## src/hdl/kce_pkg.sv

```systemverilog
// Shared constants and types of the k-combination enumerator.
package kce_pkg;

  localparam int MAX_N = 64;
  localparam int MAX_K = 16;

  localparam int VAL_W = 7;
  localparam int POS_W = 4;
  localparam int N_W   = 7;
  localparam int K_W   = 5;
  localparam int IDX_W = (MAX_K > 1) ? $clog2(MAX_K) : 1;
  localparam int CFG_IDX_W = 2;
  localparam int CFG_DAT_W = 7;

  localparam logic [CFG_IDX_W-1:0] REG_N_COUNT = CFG_IDX_W'(0);
  localparam logic [CFG_IDX_W-1:0] REG_K_SIZE  = CFG_IDX_W'(1);

  localparam logic [N_W-1:0] N_RESET = N_W'(4);
  localparam logic [K_W-1:0] K_RESET = K_W'(2);

  // one element waiting between memory access and the output register
  typedef struct packed {
    logic             use_new;
    logic [VAL_W-1:0] nv;
    logic [POS_W-1:0] pos;
    logic             last;
    logic             exh;
    logic             empty;
  } elem_t;

endpackage

```

## src/hdl/k_combination_enumerator.sv

```systemverilog
// A restart request goes from IDLE to EMIT (to SINGLE when k is 0 or too large); each
// element passes through a_r and then the b_r output register. A next request scans the
// stored combination from position k-1 downward, one read per cycle over the single RAM
// port, then streams k elements one per cycle while out_stall does not hold them.
// Reset clears the control state and the config to n=4, k=2; the RAM is not cleared.
module k_combination_enumerator (
  input  logic                          clk,
  input  logic                          rst_n,
  input  logic                          in_valid,
  output logic                          in_stall,
  input  logic                          in_restart,
  output logic                          out_valid,
  input  logic                          out_stall,
  output logic [kce_pkg::VAL_W-1:0]     out_value,
  output logic [kce_pkg::POS_W-1:0]     out_position,
  output logic                          out_last,
  output logic                          out_exhausted,
  output logic                          out_empty_res,
  input  logic                          cfg_valid,
  output logic                          cfg_ready,
  input  logic [kce_pkg::CFG_IDX_W-1:0] cfg_index,
  input  logic [kce_pkg::CFG_DAT_W-1:0] cfg_data
);
  import kce_pkg::*;

  localparam logic [1:0] ST_IDLE   = 2'd0;
  localparam logic [1:0] ST_SCAN   = 2'd1;
  localparam logic [1:0] ST_EMIT   = 2'd2;
  localparam logic [1:0] ST_SINGLE = 2'd3;

  localparam logic [N_W-1:0] N_SAT   = N_W'(MAX_N);
  localparam logic [K_W:0]   K_LIMIT = (K_W+1)'(MAX_K);

  logic [1:0]       state_r, state_nxt;
  logic [N_W-1:0]   n_count_r;
  logic [K_W-1:0]   k_size_r;
  logic             started_r, finished_r;

  logic [IDX_W-1:0] scan_idx_r;
  logic             scan_left_r;
  logic             cmp_vld_r;
  logic [IDX_W-1:0] cmp_idx_r;
  logic [IDX_W-1:0] p_r;
  logic [IDX_W-1:0] e_r;
  logic [VAL_W-1:0] nv_r;
  logic             sng_exh_r, sng_empty_r;

  elem_t            a_r;
  logic             a_vld_r;
  logic             out_valid_r;
  elem_t            b_r;

  logic [VAL_W-1:0] mem [MAX_K];
  logic [VAL_W-1:0] rd_data_r;
  logic             mem_we, mem_re;
  logic [IDX_W-1:0] mem_addr;
  logic [VAL_W-1:0] mem_wd;

  logic [N_W-1:0]   n_eff;
  logic             k_bad;
  logic             in_acc;
  logic             a_to_b, a_free, issue;
  logic [IDX_W-1:0] k_last;
  logic [N_W:0]     ceil_v;
  logic             grow;
  elem_t            a_nxt;

  assign n_eff  = (n_count_r > N_SAT) ? N_SAT : n_count_r;
  assign k_bad  = ({1'b0, k_size_r} > K_LIMIT) || ({2'b0, k_size_r} > n_eff);
  assign k_last = IDX_W'(k_size_r - K_W'(1));

  assign in_stall  = (state_r != ST_IDLE) || a_vld_r;
  assign in_acc    = in_valid && !in_stall;
  assign cfg_ready = 1'b1;

  assign a_to_b = a_vld_r && (!out_valid_r || !out_stall);
  assign a_free = !a_vld_r || a_to_b;
  assign issue  = a_free && ((state_r == ST_EMIT) || (state_r == ST_SINGLE));

  // ceiling of a position: n - k + 1 + p
  assign ceil_v = {1'b0, n_eff} - (N_W+1)'(k_size_r) + (N_W+1)'(1) + (N_W+1)'(cmp_idx_r);
  assign grow   = {1'b0, rd_data_r} < ceil_v;

  always_comb begin
    mem_we   = 1'b0;
    mem_re   = 1'b0;
    mem_addr = scan_idx_r;
    mem_wd   = nv_r;
    a_nxt    = '0;
    unique case (state_r)
      ST_SCAN: begin
        mem_re = scan_left_r;
      end
      ST_EMIT: begin
        mem_addr      = e_r;
        a_nxt.use_new = (e_r >= p_r);
        a_nxt.nv      = nv_r;
        a_nxt.pos     = POS_W'(e_r);
        a_nxt.last    = (e_r == k_last);
        if (issue) begin
          mem_we = (e_r >= p_r);
          mem_re = (e_r < p_r);
        end
      end
      ST_SINGLE: begin
        a_nxt.use_new = 1'b1;
        a_nxt.last    = 1'b1;
        a_nxt.exh     = sng_exh_r;
        a_nxt.empty   = sng_empty_r;
      end
      default: begin
      end
    endcase
  end

  always_ff @(posedge clk) begin
    if (mem_we) mem[mem_addr] <= mem_wd;
    if (mem_re) rd_data_r <= mem[mem_addr];
  end

  always_comb begin
    state_nxt = state_r;
    unique case (state_r)
      ST_IDLE: begin
        if (in_acc) begin
          if (in_restart || !started_r) begin
            state_nxt = (k_bad || k_size_r == '0) ? ST_SINGLE : ST_EMIT;
          end else if (finished_r || k_size_r == '0 || k_bad) begin
            state_nxt = ST_SINGLE;
          end else begin
            state_nxt = ST_SCAN;
          end
        end
      end
      ST_SCAN: begin
        if (cmp_vld_r && grow) state_nxt = ST_EMIT;
        else if (cmp_vld_r && cmp_idx_r == '0) state_nxt = ST_SINGLE;
      end
      ST_EMIT: begin
        if (issue && a_nxt.last) state_nxt = ST_IDLE;
      end
      ST_SINGLE: begin
        if (issue) state_nxt = ST_IDLE;
      end
      default: state_nxt = ST_IDLE;
    endcase
  end

  always_ff @(posedge clk) begin
    if (!rst_n) begin
      state_r     <= ST_IDLE;
      n_count_r   <= N_RESET;
      k_size_r    <= K_RESET;
      started_r   <= 1'b0;
      finished_r  <= 1'b0;
      cmp_vld_r   <= 1'b0;
      scan_left_r <= 1'b0;
      a_vld_r     <= 1'b0;
      out_valid_r <= 1'b0;
    end else begin
      state_r <= state_nxt;

      if (cfg_valid && cfg_ready) begin
        if (cfg_index == REG_N_COUNT) begin
          n_count_r <= N_W'(cfg_data);
          started_r <= 1'b0;
        end else if (cfg_index == REG_K_SIZE) begin
          k_size_r  <= cfg_data[K_W-1:0];
          started_r <= 1'b0;
        end
      end

      if (state_r == ST_IDLE && in_acc) begin
        if (in_restart || !started_r) begin
          started_r  <= 1'b1;
          finished_r <= k_bad || (k_size_r == '0);
        end else if (finished_r || k_size_r == '0 || k_bad) begin
          finished_r <= 1'b1;
        end
      end
      if (state_r == ST_SCAN && cmp_vld_r && !grow && cmp_idx_r == '0) begin
        finished_r <= 1'b1;
      end

      // scan read pipeline: address issued now, compared next cycle
      if (state_r == ST_IDLE) begin
        scan_left_r <= 1'b1;
        cmp_vld_r   <= 1'b0;
      end else if (state_r == ST_SCAN) begin
        cmp_vld_r <= scan_left_r;
        if (scan_left_r && scan_idx_r == '0) scan_left_r <= 1'b0;
      end else begin
        cmp_vld_r <= 1'b0;
      end

      if (a_to_b) out_valid_r <= 1'b1;
      else if (!out_stall) out_valid_r <= 1'b0;

      if (issue) a_vld_r <= 1'b1;
      else if (a_to_b) a_vld_r <= 1'b0;
    end
  end

  // payload registers
  always_ff @(posedge clk) begin
    if (state_r == ST_IDLE && in_acc) begin
      scan_idx_r <= k_last;
      e_r        <= '0;
      p_r        <= '0;
      nv_r       <= VAL_W'(1);
      if ((in_restart || !started_r) && !k_bad && k_size_r == '0) begin
        sng_exh_r   <= 1'b0;
        sng_empty_r <= 1'b1;
      end else begin
        sng_exh_r   <= 1'b1;
        sng_empty_r <= 1'b0;
      end
    end
    if (state_r == ST_SCAN) begin
      if (scan_left_r) scan_idx_r <= scan_idx_r - IDX_W'(1);
      cmp_idx_r <= scan_idx_r;
      if (cmp_vld_r && grow) begin
        p_r  <= cmp_idx_r;
        nv_r <= rd_data_r + VAL_W'(1);
      end
    end
    if (state_r == ST_EMIT && issue) begin
      e_r <= e_r + IDX_W'(1);
      if (e_r >= p_r) nv_r <= nv_r + VAL_W'(1);
    end
    if (issue) a_r <= a_nxt;
    if (a_to_b) begin
      b_r <= {a_r.use_new, (a_r.use_new ? a_r.nv : rd_data_r), a_r.pos, a_r.last,
              a_r.exh, a_r.empty};
    end
  end

  assign out_valid     = out_valid_r;
  assign out_value     = b_r.nv;
  assign out_position  = b_r.pos;
  assign out_last      = b_r.last;
  assign out_exhausted = b_r.exh;
  assign out_empty_res = b_r.empty;

endmodule

```

## config.mk

```make
export PLATFORM = sky130hd
export DESIGN_NAME = k_combination_enumerator
export DESIGN_NICKNAME = d
export VERILOG_FILES = /design/src/hdl/kce_pkg.sv /design/src/hdl/k_combination_enumerator.sv
export SDC_FILE = /design/constraint.sdc
export NUM_CORES = 1
export LEC_CHECK = 0
export BUFFER_PORTS_ARGS = -buffer_cell sky130_fd_sc_hd__buf_2
export CORE_MARGIN = 1
export CORE_UTILIZATION = 57
export DETAILED_ROUTE_END_ITERATION = 8
export PLACE_DENSITY = 0.82
export SLEW_MARGIN = 20
export SYNTH_ARGS = -nofsm -noshare
export SYNTH_HDL_FRONTEND = slang
export SYNTH_SLANG_ARGS = --single-unit
```

## constraint.sdc

```tcl
create_clock -name clk -period 4.8 [get_ports clk]
set_input_delay 0.48 -clock clk [delete_from_list [all_inputs] [get_ports clk]]
set_output_delay 0.48 -clock clk [all_outputs]
set_load 0.01 [all_outputs]
```

### Word level (Yosys, flattened, before mapping)

Memory sizes are Yosys's and may differ from the RTL's. A register that Yosys moved wholly into a read port is not among the register bits.
Cells that the tools add are included.

* memories kept: 1
* flip-flop bits (word level): 74
* bits of input ports: 15
* word-level logic and storage cells: 154
* output and inout port bits: 17
* bits in writable memories: 112

* magnitude comparators: 6
* add/subtract/negate cells: 8
* muxes and demuxes: 51
* eq/ne operators: 10
* reduce and logical (&&, ||, !) cells: 48
* bitwise logic cells: 3

Memory list
* mem: words 16, bits a word 7, rd ports 1, clocked after Yosys merged registers in 1, wr ports 1, line k_combination_enumerator.sv:53 `logic [VAL_W-1:0] mem [MAX_K];`

Operators with widths (number)
* $mux 7: 7
* $mux 4: 9
* $mux 1: 24
* $add 7x1->7 const B: 2
* $logic_and 1x1->1: 14
* $mux 2: 7
* $reduce_bool 2->1: 6
* $logic_or 1x1->1: 9
* $add 8x1->8 const B: 1
* $add 8x4->8: 1
* $logic_not 4->1: 2
* $lt 7x8->1: 1
* $pmux 2 s4: 1
* $sub 4x1->4 const B: 2
* $sub 7x5->8: 1
* $gt 5x7->1: 1
* $gt 7x7->1 const B: 1
* $logic_not 1->1: 7
* $ne 2x2->1 const B: 3
* $pmux 1 s2: 3
* $reduce_and 2->1: 3
* $gt 5x5->1 const B: 1
* $logic_not 5->1: 1
* $add 4x1->4 const B: 1
* 13 further kinds: 18

### Longest topological paths before layout

* depth after elaboration: 11
* mapped depth: 19
* mapped depth without buffers: 17

### Least setup slack after synthesis

Ideal clock, no wire load.

* kind: reg2reg
* from: register n_count_r[6]
* to: register nv_r[5], in the netlist mem_wd[5]
* data required time: 4.680 ns
* buffers on the path: 1
* data arrival time: 3.880 ns
* stages on the path, launching flop included: 19
* path slack: 0.800 ns
* cells stage by stage: dfxtp_1 -> buf_4 -> nand2b_1 -> fa_1 -> inv_1 -> ha_1 -> nor2b_1 -> o21a_1 -> o21ai_0 -> nand2b_1 -> a21oi_1 -> xor2_1 -> ha_1 -> and3_2 -> a221o_1 -> a31oi_2 -> o211ai_4 -> and3_4 -> a211o_1

* cells in the longest elaborated chain, start to end: 11

RTL lines
* start, declared: line k_combination_enumerator.sv:35 `logic [N_W-1:0] n_count_r;`
* start signal, assigned: line k_combination_enumerator.sv:165 `n_count_r <= N_W'(cfg_data);`
* $gt 7x7->1: line k_combination_enumerator.sv:68 `assign n_eff = (n_count_r > N_SAT) ? N_SAT : n_count_r;`
* $mux 7 *: line k_combination_enumerator.sv:68
* $sub 7x5->8 *: line k_combination_enumerator.sv:81 `assign ceil_v = {1'b0, n_eff} - (N_W+1)'(k_size_r) + (N_W+1)'(1) + (N_W+1)'(cmp_idx_r);`
* $add 8x1->8 *: line k_combination_enumerator.sv:81
* $add 8x4->8 *: line k_combination_enumerator.sv:81
* $lt 7x8->1 *: line k_combination_enumerator.sv:82 `assign grow = {1'b0, rd_data_r} < ceil_v;`
* $logic_and 1x1->1 *: line k_combination_enumerator.sv:222 `if (cmp_vld_r && grow) begin`
* $mux 7 *: line k_combination_enumerator.sv:222
* $mux 7 *: line k_combination_enumerator.sv:219 `if (state_r == ST_SCAN) begin`
* $mux 7: line k_combination_enumerator.sv:229 `if (e_r >= p_r) nv_r <= nv_r + VAL_W'(1);`
* $mux 7 *: line k_combination_enumerator.sv:227 `if (state_r == ST_EMIT && issue) begin`
* end signal, assigned: line k_combination_enumerator.sv:224 `nv_r <= rd_data_r + VAL_W'(1);`
* end signal, assigned: line k_combination_enumerator.sv:229
* end, declared: line k_combination_enumerator.sv:45 `logic [VAL_W-1:0] nv_r;`

Every way passes the cells marked *; elsewhere a longest branch is shown, timed or not.
A chain may end at the register's enable or synchronous reset.

### Worst setup path in the final report

* from: register n_count_r[6]
* to: register nv_r[3], in the netlist mem_wd[3]

The elaborated chain is that of the path after synthesis.

==> impl_metrics.py <==
metrics = {
    "run_status": {
        "run_status": "finished clean",
    },
    "setup_path": {
        "critPathCaptureType": "flop",
        "timing.critical_path.fanout_max": 16,
        "worst_r2r_path_depth": 17,
        "crit-reg2reg-launch": "n_count_r[6]",
        "setup.worst_path.start_class": "flop",
        "cp_top_family": "compound AO/OA/AOI/OAI gates",
        "cell_chain_of_the_critical_path": "nand2b_1, fa_1, inv_1, ha_1, nor2b_1, o21a_1, o21ai_0, nand2b_1, a21oi_1, xor2_1, ha_1, and3_2, a221o_1, a31oi_2, o211ai_4, and3_4, a211o_1",
        "critical_path_arrival_ps": 4770,
        "cpPeakStageDelay_ps": 480,
        "critical-path-slowest-cell": "fa_1",
        "worst_r2r_endpoint": "mem_wd[3]",
        "path_buf_inv": 1,
        "reg2reg_setup_slack_ps": 360,
        "timing_worst_setup_path_type": "reg -> reg",
        "worst-endpoint-required_ps": 5120,
    },
    "floorplanning": {
        "chipWidth_um": 126.6,
        "placementRows": 45,
        "ioPinCount": 32,
        "initial_utilization_pct": 58.23,
        "fp.dieH_um": 126.6,
        "core_mm2": 0.01520,
        "fp.dieArea_mm2": 0.01603,
    },
    "worst_hold_path": {
        "worst_hold_path.endpoint": "n_count_r[5]",
        "hold_depth": 3,
        "hold_sp": "cfg_data[5]",
        "worstHoldPathType": "in -> reg",
    },
    "placement": {
        "place_congestion": 0.8202,
        "place.detailed.instances": 827,
        "post_place_cell_area_mm2": 0.009198,
        "dp_hpwl_um": 11700,
        "worst_setup_slack_before_clock_tree_synthesis_ps": 408.2,
        "numPortBuffers": 30,
    },
    "synthesis": {
        "area_of_the_mapped_netlist_mm2": 0.008852,
        "syn_area_cell_um2": 14.37,
        "yosys.cell_types.count": 60,
        "synthesis.nets": 668,
        "synth_enable_flop_cells": 158,
        "synth-main-ff-cell": "edfxtp_1",
        "post_synth_inst_count": 616,
        "ys_seq_elements": 193,
        "synth_warnings": 0,
        "seq_area_frac_synth_pct": 61.51,
        "async_flop_share_pct": 0,
    },
    "detailed_routing": {
        "detail_route.vias_per_cell": 6.183,
        "tritonroute_pass_1_iters": 5,
        "drc_errors": 0,
        "num_vias": 5311,
        "drt-wirelength-per-cell_um": 20.53,
        "detailedRoute.firstIterationViolations": 574,
        "routed_wl_um": 17640,
        "final_antenna_net_count": 0,
    },
    "power": {
        "power_per_cell_area_mw_per_mm2": 546.9,
        "pwr-share-clk_pct": 25.4,
        "power.share.switching_pct": 33.24,
        "power_leakage_nw": 3.582,
        "p_seq_share_pct": 43.3,
        "vdd_ir_drop_max_uv": 363.0,
        "power_report.internal_total_mw": 3.562,
        "p_total_mw": 5.336,
        "p_comb_share_pct": 31.3,
        "net-switching-power_mw": 1.774,
    },
    "timing": {
        "worst_slew_margin_rel_pct": 35.89,
        "fin_worst_skew_ps": 10.66,
        "final_critical_path_setup_slack_ps": 356.1,
        "post-route-period-util_pct": 92.58,
        "hold_viol": 0,
        "worst_slack_on_hold_paths_ps": 301.3,
        "post-route-min-period_ps": 4444,
        "setup_viol": 0,
        "rsz0062_at_grt": "no",
        "max_freq_mhz": 225.0,
        "maxSlewViolCount": 0,
        "total_negative_setup_slack_ps": 0,
        "max_slew.worst_pin.slew_ps": 959.4,
    },
    "global_route": {
        "number_of_antenna_violations_at_the_first_check_in_global_routing": 0,
        "global_route_congestion_overflow_total": 0,
        "pin_count_of_the_biggest_net_entering_global_routing": 25,
        "globalRouteTotalUtil_pct": 23.69,
        "first_global_vias": 5238,
        "grt_first_pass_wirelength_um": 28180,
    },
    "final_layout": {
        "design.final.nets": 710,
        "antenna-diode-count": 0,
        "post_layout_utilization_of_the_core_pct": 64.18,
        "final_design_area_no_fill_mm2": 0.009757,
        "syn_to_final_growth_pct": 10.22,
        "final_cells": 859,
        "layout-drive-gt1-share_pct": 16.99,
        "n_fill_cell": 1030,
    },
    "clock_tree": {
        "cts.sinks": 193,
        "post_cts_resized": 0,
        "insertion_delay_ps": 440,
        "total_clock_buffers_created_by_cts": 17,
        "number_of_buffers_inserted_to_repair_setup_after_cts": 0,
        "clock-root-buffer": "clkbuf_16",
        "clockBufferDepth": 2,
        "ctsHoldBuffers": 0,
        "cts_tree": "built",
        "worst_setup_hold_path_clk_slew_ps": 70,
        "ctsHtreeMaxLevel": 4,
    },
    "run": {
        "max_cap_violations": 0,
    },
}
[cells by family (layout without fill, tap and decap cells)]
kind of cell	Yosys count	count (layout)	synth area share (%)
multiplexers	51	51	10.30
adder cells (fa/ha/maj)	37	37	5.569
XOR/XNOR	19	19	1.880
buffers and inverters	51	106	2.954
AO/OA/AOI/OAI	87	87	7.039
flip-flops	193	193	61.51
AND/OR/NAND/NOR	177	177	10.70
other	1	1	0.04236
[tightest hold or removal path: cells and delay by family]
family	cells	cell delay, ps
buffers and inverters	1	70
and+or+nand+nor	1	90
muxes	1	50
[registers in the layout, indices dropped and copies added (netlist names)]
signal and cells:
n_count_r 7, cmp_idx_r 4, a_r 15, scan_idx_r 4, mem 112, rd_data_r 7, finished_r 1, e_r 4
scan_left_r 1, state_r 2, out_value 7, out_empty_res 1, started_r 1, mem_wd 7, a_vld_r 1, p_r 4
cmp_vld_r 1, sng_empty_r 1, out_position 4, sng_exh_r 1, k_size_r 5, out_exhausted 1, out_valid 1, out_last 1
[layer usage]
metal | GRT usage [%] | share of wire [%]
met1 | 30.67 | 42
met2 | 39.68 | 50
met3 | 5.061 | 5.9
met4 | 8.575 | 1.8
met5 | 0 | 0
[area by class of cell]
type                    count  area (µm²)  area share [%]
repair buffers             45       262.8           2.693
clock buffers              19       432.9           4.437
inverters                  29       108.9           1.116
well taps                 188       235.2           2.411
flip-flops and latches    193        5445           55.81
multi-input cells         372        3146           32.24
clock inverters            13       126.4           1.295
[synth_stat cells, drive strengths merged (10+ instances only)]
cell	instances	share of area (%)
a21oi	21	1.3
a31oi	13	0.99
and2	22	1.6
buf	12	1.0
clkbuf	10	0.69
dfxtp	35	7.9
edfxtp	158	54
ha	33	4.7
inv	29	1.2
mux2i	15	1.7
mux4	28	7.6
nand2	40	1.7
nand2b	15	1.1
nand3	17	0.96
nor2	26	1.1
nor2b	15	1.1
o21ai	14	0.79
xor2	13	1.3
[layout by cell type, fill, tap and decap left out, types with 17 or more instances in the layout]
cell type and n:
inv_1 29, nand2_1 40, and2_1 22, mux4_2 17, a21oi_1 20, ha_1 33
edfxtp_1 158, nand3_1 17, nor2_1 26, buf_2 30, dfxtp_1 35, clkbuf_16 17
[how the worst max path moves through the flow]
| stage | endpoint | slack, ps | cells after the start | start |
|---|---|---|---|---|
| floorplan | mem_wd[5] | 800 | 18 | n_count_r[6] |
| global placement | mem_wd[5] | 580 | 17 | n_count_r[6] |
| detailed placement | mem_wd[5] | 410 | 17 | n_count_r[6] |
| CTS | mem_wd[5] | 390 | 17 | n_count_r[6] |
| global route | mem_wd[2] | 140 | 17 | n_count_r[6] |
| finish | mem_wd[3] | 360 | 17 | n_count_r[6] |
[power by group through the flow]
| stage | combinational [mW] | clock, mW | sequential (mW) |
|---|---|---|---|
| after CTS | 1.66 | 1.37 | 2.31 |
| after global placement | 1.57 | 0 | 2.32 |
| after floorplan | 1.27 | 0 | 2.27 |
| final | 1.67 | 1.36 | 2.31 |
| after global routing | 1.81 | 1.43 | 2.33 |
| after detailed placement | 1.64 | 0 | 2.34 |
Note: power is estimated with default switching activity, not from simulation.
